$ cat config.mk
export PLATFORM = sky130hd
export DESIGN_NAME = particle_age_color_ramp
export DESIGN_NICKNAME = d
export VERILOG_FILES = /design/src/hw/rtl/pacr_pkg.sv /design/src/hw/rtl/pacr_cfg_regs.sv /design/src/hw/rtl/pacr_div_stage.sv /design/src/hw/rtl/pacr_blend.sv /design/src/hw/rtl/particle_age_color_ramp.sv
export VERILOG_INCLUDE_DIRS = /design/src /design/src/hw/rtl
export SDC_FILE = /design/constraint.sdc
export NUM_CORES = 2
export LEC_CHECK = 0
export ABC_AREA = 1
export BUFFER_PORTS_ARGS = -buffer_cell sky130_fd_sc_hd__buf_2
export CORE_ASPECT_RATIO = 0.75
export CORE_MARGIN = 4
export CORE_UTILIZATION = 45
export DETAILED_ROUTE_END_ITERATION = 10
export GPL_TIMING_DRIVEN = 0
export PLACE_DENSITY = 0.72
export SETUP_SLACK_MARGIN = 0.15
export SYNTH_ARGS = -nofsm -noshare
export SYNTH_HDL_FRONTEND = slang
export SYNTH_HIERARCHICAL = 1
export SYNTH_SLANG_ARGS = --single-unit
$ cat constraint.sdc
create_clock -name clk_i -period 9.6 [get_ports clk_i]
set_input_delay 0.96 -clock clk_i [delete_from_list [all_inputs] [get_ports clk_i]]
set_output_delay 0.96 -clock clk_i [all_outputs]
set_load 0.005 [all_outputs]
$ cat src/hw/rtl/particle_age_color_ramp_macros.svh
// Assertion macros for the particle age color ramp block.
// Included by the RTL files that carry concurrent checks; needs no package.
`ifndef PARTICLE_AGE_COLOR_RAMP_MACROS_SVH
`define PARTICLE_AGE_COLOR_RAMP_MACROS_SVH
`ifndef SYNTH
// Same-cycle implication, disabled during reset.
`define PACR_ASSERT_NOW(lbl, clk, rstn, ante, cons) \
  lbl: assert property (@(posedge clk) disable iff (!rstn) (ante) |-> (cons)) \
    else $error("pacr assertion failed");
// Next-cycle implication, disabled during reset.
`define PACR_ASSERT_NEXT(lbl, clk, rstn, ante, cons) \
  lbl: assert property (@(posedge clk) disable iff (!rstn) (ante) |=> (cons)) \
    else $error("pacr assertion failed");
`else
`define PACR_ASSERT_NOW(lbl, clk, rstn, ante, cons)
`define PACR_ASSERT_NEXT(lbl, clk, rstn, ante, cons)
`endif
`endif

$ cat src/hw/rtl/pacr_pkg.sv
// Shared types and constants for the particle age color ramp block.
// No dependencies; used by every module of the block.
package pacr_pkg;

  localparam int NUM_COLOR_STOPS_DEF = 4;
  localparam int NUM_STOP_REGS       = 4;
  localparam int POS_W               = 32;
  localparam int HA_W                = 16;
  localparam int CH_W                = 16;
  localparam int FRAC_W              = 16;
  localparam int STOP_W              = 3 * CH_W;
  localparam int APB_DATA_W          = 64;
  localparam int APB_ADDR_W          = 6;
  localparam int DIV_STEPS           = 4;

  localparam logic [HA_W-1:0] HIGH_AGE_RESET = 16'd384;
  localparam logic [STOP_W-1:0] STOP_RESET [NUM_STOP_REGS] = '{
    48'hFFFF_FFFF_FFFF, 48'hFFFF_FFFF_0000,
    48'hFFFF_0000_0000, 48'h4CCD_0000_0000
  };

  // Register map, one 64-bit slot per register
  typedef enum logic [2:0] {
    REG_HIGH_AGE     = 3'd0,
    REG_COLOR_STOP_0 = 3'd1,
    REG_COLOR_STOP_1 = 3'd2,
    REG_COLOR_STOP_2 = 3'd3,
    REG_COLOR_STOP_3 = 3'd4
  } reg_idx_e;

  typedef struct packed {
    logic signed [POS_W-1:0] z;
    logic signed [POS_W-1:0] y;
    logic signed [POS_W-1:0] x;
  } pos_t;

  typedef struct packed {
    logic [CH_W-1:0] blue;
    logic [CH_W-1:0] green;
    logic [CH_W-1:0] red;
  } rgb_t;

endpackage

$ cat src/hw/rtl/pacr_cfg_regs.sv
// APB register file: high age and the color stops.
// Depends on pacr_pkg for widths, reset values and the register map.
module pacr_cfg_regs #(
  parameter int NUM_COLOR_STOPS = pacr_pkg::NUM_COLOR_STOPS_DEF
) (
  input  logic                              clk_i,
  input  logic                              rst_ni,
  input  logic                              psel,
  input  logic                              penable,
  input  logic                              pwrite,
  input  logic [pacr_pkg::APB_ADDR_W-1:0]   paddr,
  input  logic [pacr_pkg::APB_DATA_W-1:0]   pwdata,
  output logic [pacr_pkg::APB_DATA_W-1:0]   prdata,
  output logic                              pready,
  output logic [pacr_pkg::HA_W-1:0]         high_age_o,
  output logic [pacr_pkg::STOP_W-1:0]       stops_o [NUM_COLOR_STOPS]
);

  pacr_pkg::reg_idx_e              idx;
  logic                            wr_en;
  logic                            ha_we;
  logic [pacr_pkg::NUM_STOP_REGS-1:0] stop_we;
  logic [pacr_pkg::HA_W-1:0]       high_age_q;
  logic [pacr_pkg::STOP_W-1:0]     stop_rd [pacr_pkg::NUM_STOP_REGS];

  assign pready = 1'b1;
  assign idx    = pacr_pkg::reg_idx_e'(paddr[5:3]);
  assign wr_en  = psel && penable && pwrite && pready;

  // Decode the write strobe per register
  always_comb begin
    ha_we   = 1'b0;
    stop_we = '0;
    if (wr_en) begin
      unique case (idx)
        pacr_pkg::REG_HIGH_AGE:     ha_we      = 1'b1;
        pacr_pkg::REG_COLOR_STOP_0: stop_we[0] = 1'b1;
        pacr_pkg::REG_COLOR_STOP_1: stop_we[1] = 1'b1;
        pacr_pkg::REG_COLOR_STOP_2: stop_we[2] = 1'b1;
        pacr_pkg::REG_COLOR_STOP_3: stop_we[3] = 1'b1;
        default:                    ha_we      = 1'b0;
      endcase
    end
  end

  always_ff @(posedge clk_i or negedge rst_ni) begin
    if (!rst_ni) begin
      high_age_q <= pacr_pkg::HIGH_AGE_RESET;
    end else if (ha_we) begin
      high_age_q <= pwdata[pacr_pkg::HA_W-1:0];
    end
  end

  assign high_age_o = high_age_q;

  // Stops backed by a register; extra stops read as zero
  for (genvar k = 0; k < NUM_COLOR_STOPS; k++) begin : g_stop
    if (k < pacr_pkg::NUM_STOP_REGS) begin : g_reg
      logic [pacr_pkg::STOP_W-1:0] stop_q;
      always_ff @(posedge clk_i or negedge rst_ni) begin
        if (!rst_ni) begin
          stop_q <= pacr_pkg::STOP_RESET[k];
        end else if (stop_we[k]) begin
          stop_q <= pwdata[pacr_pkg::STOP_W-1:0];
        end
      end
      assign stops_o[k] = stop_q;
    end else begin : g_zero
      assign stops_o[k] = '0;
    end
  end

  // Readback view of the register slots
  for (genvar k = 0; k < pacr_pkg::NUM_STOP_REGS; k++) begin : g_rd
    if (k < NUM_COLOR_STOPS) begin : g_live
      assign stop_rd[k] = stops_o[k];
    end else begin : g_none
      assign stop_rd[k] = '0;
    end
  end

  always_comb begin
    prdata = '0;
    unique case (idx)
      pacr_pkg::REG_HIGH_AGE:
        prdata = pacr_pkg::APB_DATA_W'(high_age_q);
      pacr_pkg::REG_COLOR_STOP_0: prdata = pacr_pkg::APB_DATA_W'(stop_rd[0]);
      pacr_pkg::REG_COLOR_STOP_1: prdata = pacr_pkg::APB_DATA_W'(stop_rd[1]);
      pacr_pkg::REG_COLOR_STOP_2: prdata = pacr_pkg::APB_DATA_W'(stop_rd[2]);
      pacr_pkg::REG_COLOR_STOP_3: prdata = pacr_pkg::APB_DATA_W'(stop_rd[3]);
      default:                    prdata = '0;
    endcase
  end

endmodule

$ cat src/hw/rtl/pacr_div_stage.sv
// One registered stage of the restoring divider for the scaled age.
// Depends on pacr_pkg; resolves STEPS quotient bits from bit BASE downward.
module pacr_div_stage #(
  parameter int NW    = 18,
  parameter int BASE  = 17,
  parameter int STEPS = 4
) (
  input  logic                        clk_i,
  input  logic                        rst_ni,
  input  logic [pacr_pkg::HA_W-1:0]   ha_i,
  input  logic                        in_valid_i,
  output logic                        in_ready_o,
  input  logic [NW-1:0]               n_i,
  input  logic [pacr_pkg::HA_W-1:0]   rem_i,
  input  logic [NW-1:0]               quo_i,
  input  logic                        ovf_i,
  input  pacr_pkg::pos_t              pos_i,
  output logic                        out_valid_o,
  input  logic                        out_ready_i,
  output logic [NW-1:0]               n_o,
  output logic [pacr_pkg::HA_W-1:0]   rem_o,
  output logic [NW-1:0]               quo_o,
  output logic                        ovf_o,
  output pacr_pkg::pos_t              pos_o
);

  logic [NW+pacr_pkg::FRAC_W-1:0] dvd;
  logic [pacr_pkg::HA_W:0]        r;
  logic [NW-1:0]                  q;
  logic                           valid_q;
  logic [NW-1:0]                  n_q;
  logic [pacr_pkg::HA_W-1:0]      rem_q;
  logic [NW-1:0]                  quo_q;
  logic                           ovf_q;
  pacr_pkg::pos_t                 pos_q;

  // Shift in one dividend bit per step, subtract the divisor when it fits
  always_comb begin
    dvd = {n_i, pacr_pkg::FRAC_W'(0)};
    r   = {1'b0, rem_i};
    q   = quo_i;
    for (int j = 0; j < STEPS; j++) begin
      r = {r[pacr_pkg::HA_W-1:0], dvd[BASE-j]};
      if (r >= {1'b0, ha_i}) begin
        r          = r - {1'b0, ha_i};
        q[BASE-j]  = 1'b1;
      end
    end
  end

  assign in_ready_o = !valid_q || out_ready_i;

  always_ff @(posedge clk_i or negedge rst_ni) begin
    if (!rst_ni) begin
      valid_q <= 1'b0;
    end else if (in_ready_o) begin
      valid_q <= in_valid_i;
    end
  end

  always_ff @(posedge clk_i) begin
    if (in_ready_o && in_valid_i) begin
      n_q   <= n_i;
      rem_q <= r[pacr_pkg::HA_W-1:0];
      quo_q <= q;
      ovf_q <= ovf_i;
      pos_q <= pos_i;
    end
  end

  assign out_valid_o = valid_q;
  assign n_o         = n_q;
  assign rem_o       = rem_q;
  assign quo_o       = quo_q;
  assign ovf_o       = ovf_q;
  assign pos_o       = pos_q;

`include "particle_age_color_ramp_macros.svh"

  // Partial remainder stays below the divisor on the in-range path
  `PACR_ASSERT_NOW(a_rem_below_ha, clk_i, rst_ni, valid_q && !ovf_q, rem_q < ha_i)

endmodule

$ cat src/hw/rtl/pacr_blend.sv
// Segment select, fraction multiply and rounding: three register stages.
// Depends on pacr_pkg for position and color types.
module pacr_blend #(
  parameter int NUM_COLOR_STOPS = pacr_pkg::NUM_COLOR_STOPS_DEF,
  parameter int NW              = 18
) (
  input  logic                        clk_i,
  input  logic                        rst_ni,
  input  logic [pacr_pkg::STOP_W-1:0] stops_i [NUM_COLOR_STOPS],
  input  logic                        in_valid_i,
  output logic                        in_ready_o,
  input  logic [NW-1:0]               quo_i,
  input  logic                        ovf_i,
  input  pacr_pkg::pos_t              pos_i,
  output logic                        out_valid_o,
  input  logic                        out_ready_i,
  output pacr_pkg::pos_t              pos_o,
  output pacr_pkg::rgb_t              rgb_o
);

  localparam int SLOTS = NUM_COLOR_STOPS - 1;
  localparam int SEG_W = NW - pacr_pkg::FRAC_W;
  localparam int CW    = pacr_pkg::CH_W;
  localparam int TW    = pacr_pkg::FRAC_W + 1;
  localparam int PW    = CW + 1 + TW + 1;
  localparam logic [SEG_W-1:0] SEG_LAST = SEG_W'(SLOTS - 1);
  localparam logic [TW-1:0]    T_ONE    = TW'(1) << pacr_pkg::FRAC_W;

  logic [2*pacr_pkg::STOP_W-1:0] pair [SLOTS];
  logic [2*pacr_pkg::STOP_W-1:0] pair_sel;
  logic [SEG_W-1:0]              seg;
  logic [TW-1:0]                 t;
  logic [CW-1:0]                 a_ch [3];
  logic signed [CW:0]            d_ch [3];

  logic                  v1_q, v2_q, v3_q;
  logic                  rdy1, rdy2, rdy3;
  logic [TW-1:0]         t1_q;
  logic [CW-1:0]         a1_q [3];
  logic signed [CW:0]    d1_q [3];
  pacr_pkg::pos_t        pos1_q, pos2_q, pos3_q;
  logic [CW-1:0]         a2_q [3];
  logic signed [PW-1:0]  prod2_q [3];
  logic signed [PW-1:0]  rnd [3];
  pacr_pkg::rgb_t        rgb3_q;
  pacr_pkg::rgb_t        rgb_d;

  // Neighbor stop pairs, one entry per segment
  for (genvar k = 0; k < SLOTS; k++) begin : g_pair
    assign pair[k] = {stops_i[k+1], stops_i[k]};
  end

  // Clamp segment and fraction, then pick the stop pair
  always_comb begin
    seg      = ovf_i ? SEG_LAST : quo_i[NW-1:pacr_pkg::FRAC_W];
    t        = ovf_i ? T_ONE : {1'b0, quo_i[pacr_pkg::FRAC_W-1:0]};
    pair_sel = pair[seg];
    for (int c = 0; c < 3; c++) begin
      a_ch[c] = pair_sel[pacr_pkg::STOP_W-1-c*CW -: CW];
      d_ch[c] = $signed({1'b0, pair_sel[2*pacr_pkg::STOP_W-1-c*CW -: CW]})
              - $signed({1'b0, a_ch[c]});
    end
  end

  assign rdy3       = !v3_q || out_ready_i;
  assign rdy2       = !v2_q || rdy3;
  assign rdy1       = !v1_q || rdy2;
  assign in_ready_o = rdy1;

  always_ff @(posedge clk_i or negedge rst_ni) begin
    if (!rst_ni) begin
      v1_q <= 1'b0;
      v2_q <= 1'b0;
      v3_q <= 1'b0;
    end else begin
      if (rdy1) begin
        v1_q <= in_valid_i;
      end
      if (rdy2) begin
        v2_q <= v1_q;
      end
      if (rdy3) begin
        v3_q <= v2_q;
      end
    end
  end

  // Stage 1: base color, channel difference and fraction
  always_ff @(posedge clk_i) begin
    if (rdy1 && in_valid_i) begin
      t1_q   <= t;
      a1_q   <= a_ch;
      d1_q   <= d_ch;
      pos1_q <= pos_i;
    end
  end

  // Stage 2: difference times fraction
  always_ff @(posedge clk_i) begin
    if (rdy2 && v1_q) begin
      for (int c = 0; c < 3; c++) begin
        prod2_q[c] <= PW'(d1_q[c] * $signed({1'b0, t1_q}));
      end
      a2_q   <= a1_q;
      pos2_q <= pos1_q;
    end
  end

  // Round to nearest and add back the base color
  always_comb begin
    for (int c = 0; c < 3; c++) begin
      rnd[c] = prod2_q[c] + PW'(32768);
    end
    rgb_d.red   = a2_q[0] + rnd[0][pacr_pkg::FRAC_W +: CW];
    rgb_d.green = a2_q[1] + rnd[1][pacr_pkg::FRAC_W +: CW];
    rgb_d.blue  = a2_q[2] + rnd[2][pacr_pkg::FRAC_W +: CW];
  end

  // Stage 3: output register
  always_ff @(posedge clk_i) begin
    if (rdy3 && v2_q) begin
      rgb3_q <= rgb_d;
      pos3_q <= pos2_q;
    end
  end

  assign out_valid_o = v3_q;
  assign pos_o       = pos3_q;
  assign rgb_o       = rgb3_q;

`include "particle_age_color_ramp_macros.svh"

  // A full-scale fraction carries no fractional bits
  `PACR_ASSERT_NOW(a_t_one_clean, clk_i, rst_ni, v1_q && t1_q[TW-1], t1_q[TW-2:0] == '0)

endmodule

$ cat src/hw/rtl/particle_age_color_ramp.sv
// Particle age color ramp: throughput one particle per cycle while m_axis_tready is high;
// the divider is cut into stages of up to 4 quotient bits each.
// Hidden particles are dropped at the input and take one transfer slot only.
// Reset is asynchronous, active low: clears all valid bits, loads default registers.
// Depends on pacr_pkg, pacr_cfg_regs, pacr_div_stage and pacr_blend.
module particle_age_color_ramp #(
  parameter int NUM_COLOR_STOPS = pacr_pkg::NUM_COLOR_STOPS_DEF
) (
  input  logic                            clk_i,
  input  logic                            rst_ni,
  input  logic                            s_axis_tvalid,
  output logic                            s_axis_tready,
  // x[31:0], y[63:32], z[95:64], particle_age[111:96]
  input  logic [111:0]                    s_axis_tdata,
  // is_hidden[0]
  input  logic                            s_axis_tuser,
  output logic                            m_axis_tvalid,
  input  logic                            m_axis_tready,
  // x[31:0], y[63:32], z[95:64], red[111:96], green[127:112], blue[143:128]
  output logic [143:0]                    m_axis_tdata,
  input  logic                            psel,
  input  logic                            penable,
  input  logic                            pwrite,
  input  logic [pacr_pkg::APB_ADDR_W-1:0] paddr,
  input  logic [pacr_pkg::APB_DATA_W-1:0] pwdata,
  output logic [pacr_pkg::APB_DATA_W-1:0] prdata,
  output logic                            pready
);

  localparam int SLOTS      = NUM_COLOR_STOPS - 1;
  localparam int SEG_W      = $clog2(NUM_COLOR_STOPS);
  localparam int NW         = pacr_pkg::FRAC_W + SEG_W;
  localparam int STEPS      = pacr_pkg::DIV_STEPS;
  localparam int DIV_STAGES = (NW + STEPS - 1) / STEPS;
  localparam int HA_W       = pacr_pkg::HA_W;

  logic [HA_W-1:0]             high_age;
  logic [HA_W-1:0]             ha_eff;
  logic [pacr_pkg::STOP_W-1:0] stops [NUM_COLOR_STOPS];
  pacr_pkg::pos_t              pos_in;
  logic [NW-1:0]               n_d;
  logic [NW-1:0]               span;

  logic                        s0_valid_q;
  logic                        s0_ready;
  logic [NW-1:0]               s0_n_q;
  logic                        s0_ovf_q;
  pacr_pkg::pos_t              s0_pos_q;

  logic                        dv_valid [DIV_STAGES+1];
  logic                        dv_ready [DIV_STAGES+1];
  logic [NW-1:0]               dv_n     [DIV_STAGES+1];
  logic [HA_W-1:0]             dv_rem   [DIV_STAGES+1];
  logic [NW-1:0]               dv_quo   [DIV_STAGES+1];
  logic                        dv_ovf   [DIV_STAGES+1];
  pacr_pkg::pos_t              dv_pos   [DIV_STAGES+1];

  pacr_pkg::pos_t              pos_out;
  pacr_pkg::rgb_t              rgb_out;

  pacr_cfg_regs #(
    .NUM_COLOR_STOPS (NUM_COLOR_STOPS)
  ) u_cfg (
    .clk_i      (clk_i),
    .rst_ni     (rst_ni),
    .psel       (psel),
    .penable    (penable),
    .pwrite     (pwrite),
    .paddr      (paddr),
    .pwdata     (pwdata),
    .prdata     (prdata),
    .pready     (pready),
    .high_age_o (high_age),
    .stops_o    (stops)
  );

  // Zero high age behaves as one
  assign ha_eff = (high_age == '0) ? HA_W'(1) : high_age;

  assign pos_in.x = s_axis_tdata[31:0];
  assign pos_in.y = s_axis_tdata[63:32];
  assign pos_in.z = s_axis_tdata[95:64];

  // Scale the age by the segment count; beyond the last stop saturates
  assign n_d  = NW'(s_axis_tdata[111:96]) * NW'(SLOTS);
  assign span = NW'(ha_eff) * NW'(SLOTS);

  assign s0_ready      = !s0_valid_q || dv_ready[0];
  assign s_axis_tready = s0_ready;

  always_ff @(posedge clk_i or negedge rst_ni) begin
    if (!rst_ni) begin
      s0_valid_q <= 1'b0;
    end else if (s0_ready) begin
      s0_valid_q <= s_axis_tvalid && !s_axis_tuser;
    end
  end

  always_ff @(posedge clk_i) begin
    if (s0_ready && s_axis_tvalid) begin
      s0_n_q   <= n_d;
      s0_ovf_q <= (n_d >= span);
      s0_pos_q <= pos_in;
    end
  end

  // Seed the divider: top dividend bits are the first partial remainder
  assign dv_valid[0] = s0_valid_q;
  assign dv_n[0]     = s0_n_q;
  assign dv_rem[0]   = s0_n_q[NW-1 -: HA_W];
  assign dv_quo[0]   = '0;
  assign dv_ovf[0]   = s0_ovf_q;
  assign dv_pos[0]   = s0_pos_q;

  for (genvar k = 0; k < DIV_STAGES; k++) begin : g_div
    localparam int BASE_K  = NW - 1 - k * STEPS;
    localparam int STEPS_K = (NW - k * STEPS >= STEPS) ? STEPS : NW - k * STEPS;
    pacr_div_stage #(
      .NW    (NW),
      .BASE  (BASE_K),
      .STEPS (STEPS_K)
    ) u_div (
      .clk_i       (clk_i),
      .rst_ni      (rst_ni),
      .ha_i        (ha_eff),
      .in_valid_i  (dv_valid[k]),
      .in_ready_o  (dv_ready[k]),
      .n_i         (dv_n[k]),
      .rem_i       (dv_rem[k]),
      .quo_i       (dv_quo[k]),
      .ovf_i       (dv_ovf[k]),
      .pos_i       (dv_pos[k]),
      .out_valid_o (dv_valid[k+1]),
      .out_ready_i (dv_ready[k+1]),
      .n_o         (dv_n[k+1]),
      .rem_o       (dv_rem[k+1]),
      .quo_o       (dv_quo[k+1]),
      .ovf_o       (dv_ovf[k+1]),
      .pos_o       (dv_pos[k+1])
    );
  end

  pacr_blend #(
    .NUM_COLOR_STOPS (NUM_COLOR_STOPS),
    .NW              (NW)
  ) u_blend (
    .clk_i       (clk_i),
    .rst_ni      (rst_ni),
    .stops_i     (stops),
    .in_valid_i  (dv_valid[DIV_STAGES]),
    .in_ready_o  (dv_ready[DIV_STAGES]),
    .quo_i       (dv_quo[DIV_STAGES]),
    .ovf_i       (dv_ovf[DIV_STAGES]),
    .pos_i       (dv_pos[DIV_STAGES]),
    .out_valid_o (m_axis_tvalid),
    .out_ready_i (m_axis_tready),
    .pos_o       (pos_out),
    .rgb_o       (rgb_out)
  );

  assign m_axis_tdata = {rgb_out.blue, rgb_out.green, rgb_out.red,
                         pos_out.z, pos_out.y, pos_out.x};

`include "particle_age_color_ramp_macros.svh"

  // A hidden particle never reaches the first stage
  `PACR_ASSERT_NEXT(a_hidden_dropped, clk_i, rst_ni, s_axis_tvalid && s_axis_tready && s_axis_tuser, !s0_valid_q)

endmodule
==> impl_metrics.json <==
{
  "status": "finished with violations",
  "violations": "capacitance limit, slew limit",
  "tightest_slew_ns": 1.543,
  "nFillCells": 21590,
  "critPathKind": "flop to flop",
  "hold_path_class": "input pin to asynchronous set/reset pin",
  "grt_pass1_wl_um": 491100,
  "area_growth_pct": 13.54,
  "yosys_warnings": 6,
  "grt_overflow": 0,
  "crit_slowest_cell": "dfrtp_2",
  "syn_avg_cell_area_sq_um": 9.123,
  "holdBufCountCts": 0,
  "skew_ns": 0.1082,
  "clk_path_buf_depth": 4,
  "die_area_sq_mm": 0.2483,
  "crit_path_max_incr_delay_ns": 0.46,
  "antenna_found_initial": 26,
  "drc": 0,
  "holdWs_ns": 0.04435,
  "hpwl_um": 254200,
  "grt_use_total": 0.2595,
  "insertion_delay_ns": 0.88,
  "post-route-period-util": 0.9575,
  "grt_pass1_vias": 79700,
  "die_y_um": 432.6,
  "cts_made_buffers": 161,
  "fp.dieW_um": 574.1,
  "cts_root_buf": "clkbuf_16",
  "post-place-cells": 15440,
  "wl_um": 330900,
  "drt_iter0_drc": 9332,
  "cp_max_fo": 10,
  "cts_tree": "done",
  "arrival_ns": 9.75,
  "worst_setup_path_end_kind": "flop",
  "setup_viol": 0,
  "crit_family": "simple AND/OR/NAND/NOR gates",
  "pin_count": 401,
  "crit_required_ns": 10.16,
  "antenna_left": 0,
  "max_freq_mhz": 108.8,
  "vias": 84130,
  "cts.sinks": 1522,
  "cp_num_buf_inv": 16,
  "coreArea_sq_mm": 0.2385,
  "cts_htree_levels": 4,
  "nets": 14240,
  "start_util": 0.4534,
  "drive_gt1_frac": 0.1229,
  "dr.pass1.iters": 6,
  "regArea_sq_mm": 0.04476,
  "finalHoldViolations": 0,
  "relSlewSlack": -0.02896,
  "portBuffers": 363,
  "rows": 155,
  "rsz0062_at_grt": "false",
  "maxCapViolations": 1,
  "multi_input_area_sq_mm": 0.05412,
  "path_common_cell": "nand2_1",
  "wl_per_cell_um": 20.84,
  "fin_crit_ns": 9.192,
  "synthCells": 11860,
  "start_kind": "flop",
  "vias_per_cell": 5.297,
  "stdcell_count": 15880,
  "gp_congestion": 1.030,
  "synth_area_sq_mm": 0.1082,
  "path_clk_slew_ns": 0.06,
  "grt_max_degree": 100,
  "slew_viol_final": 11
}
-- through the flow --
step / util / setup slack (ns) / setup TNS [ns] / area, sq um
after floorplan: - / 0.9865 / 0 / 108300
after global placement: 0.4780 / -5.591 / -4146.61 / 114000
after detailed placement: 0.4829 / -0.9021 / -47.36 / 115200
after CTS: 0.5070 / 0.1501 / 0 / 120900
after global routing: 0.5148 / 0.001355 / 0 / 122800
final: 0.5148 / 0.4081 / 0 / 122800
-- area by class of cell --
| type | count | area share |
|---|---|---|
| Antenna cell | 8 | 0.0001630 |
| Buffer | 406 | 0.01763 |
| Clock buffer | 197 | 0.03503 |
| Clock inverter | 88 | 0.006674 |
| Inverter | 2221 | 0.06917 |
| Multi-Input combinational cell | 7740 | 0.4407 |
| Sequential cell | 1522 | 0.3645 |
| Tap cell | 3140 | 0.03199 |
| Timing Repair Buffer | 560 | 0.03418 |
-- routing by layer --
layer / up-vias / track usage / wire length, um
li1: 39330 / - / -
met1: 40150 / 0.3662 / 139600
met2: 4002 / 0.3798 / 139500
met3: 633 / 0.07796 / 38850
met4: 14 / 0.08993 / 12980
met5: - / 0 / 89
-- worst paths after layout --
| kind | startpoint | endpoint | slack, ns | cells past startpoint |
|---|---|---|---|---|
| min reg2reg | g_div[1].u_div/pos_o[94] | g_div[2].u_div/pos_o[94] | 0.31 | 0 |
| max | u_cfg/high_age_o[15] | g_div[1].u_div/rem_o[10] | 0.41 | 60 |
| max in group asynchronous | rst_ni | u_cfg/g_stop[2].g_reg.stop_q[7] | 8.30 | 3 |
| min in group clk_i | s_axis_tdata[48] | dv_pos[528] | 0.25 | 1 |
| min | rst_ni | u_blend/out_valid_o | 0.04 | 1 |
| max reg2reg | u_cfg/high_age_o[15] | g_div[1].u_div/rem_o[10] | 0.41 | 60 |
-- registers in the layout, indices dropped and copies added, names as in the netlist, 51 cells and up --
| name | count |
|---|---|
| u_blend/prod2_q | 51 |
| u_blend/pos1_q | 96 |
| g_div.u_div/rem_o | 64 |
| g_div.u_div/quo_o | 90 |
| dv_pos | 96 |
| u_cfg/g_stop.g_reg.stop_q | 192 |
| u_blend/pos_o | 96 |
| u_blend/pos2_q | 96 |
| g_div.u_div/pos_o | 480 |
| u_blend/d1_q | 51 |
-- cell usage in the layout, fill, tap and decap left out, types with 26 or more instances in the layout --
cell type   count
conb_1         35
buf_12         46
o21bai_1       31
ha_1          710
clkinv_1       33
a31oi_1        27
xor2_1        224
dfstp_2       106
nand4_1       158
inv_2          61
a21oi_1       459
o211ai_1       40
nand3_1       424
o21ai_1       126
buf_2         416
o21ai_0       408
clkbuf_1      267
inv_1        2110
buf_4         171
nor2_1        455
xnor2_1       146
or2_2          26
a21o_1         30
nor2_2         35
fa_1          684
clkinvlp_4     34
nand2_2        98
nor3_1         68
clkbuf_16     168
edfxtp_1     1305
nand3_2        37
o21ai_2        28
nand2_1      3168
dfrtp_1       107
buf_6          50
a21oi_2        36
-- worst reg2reg max path, delay by kind of cell (launching register included) --
kind / cells / cell delay (ns)
fa+ha+maj: 5 / 1.46
flops: 1 / 0.46
compound gates: 9 / 1.50
simple gates: 30 / 3.46
buf+inv: 16 / 2.04
-- what timing repair did --
action	in CTS	in global routing
setup endpoints to repair	68	68
setup buffers	44	97
hold endpoints to repair	0	0
cloned	0	10
pin swaps	11	70
gates resized for setup	83	247
Power is not shown: default switching activity piles up to over one toggle a cycle in this logic, so the estimate is an artifact.
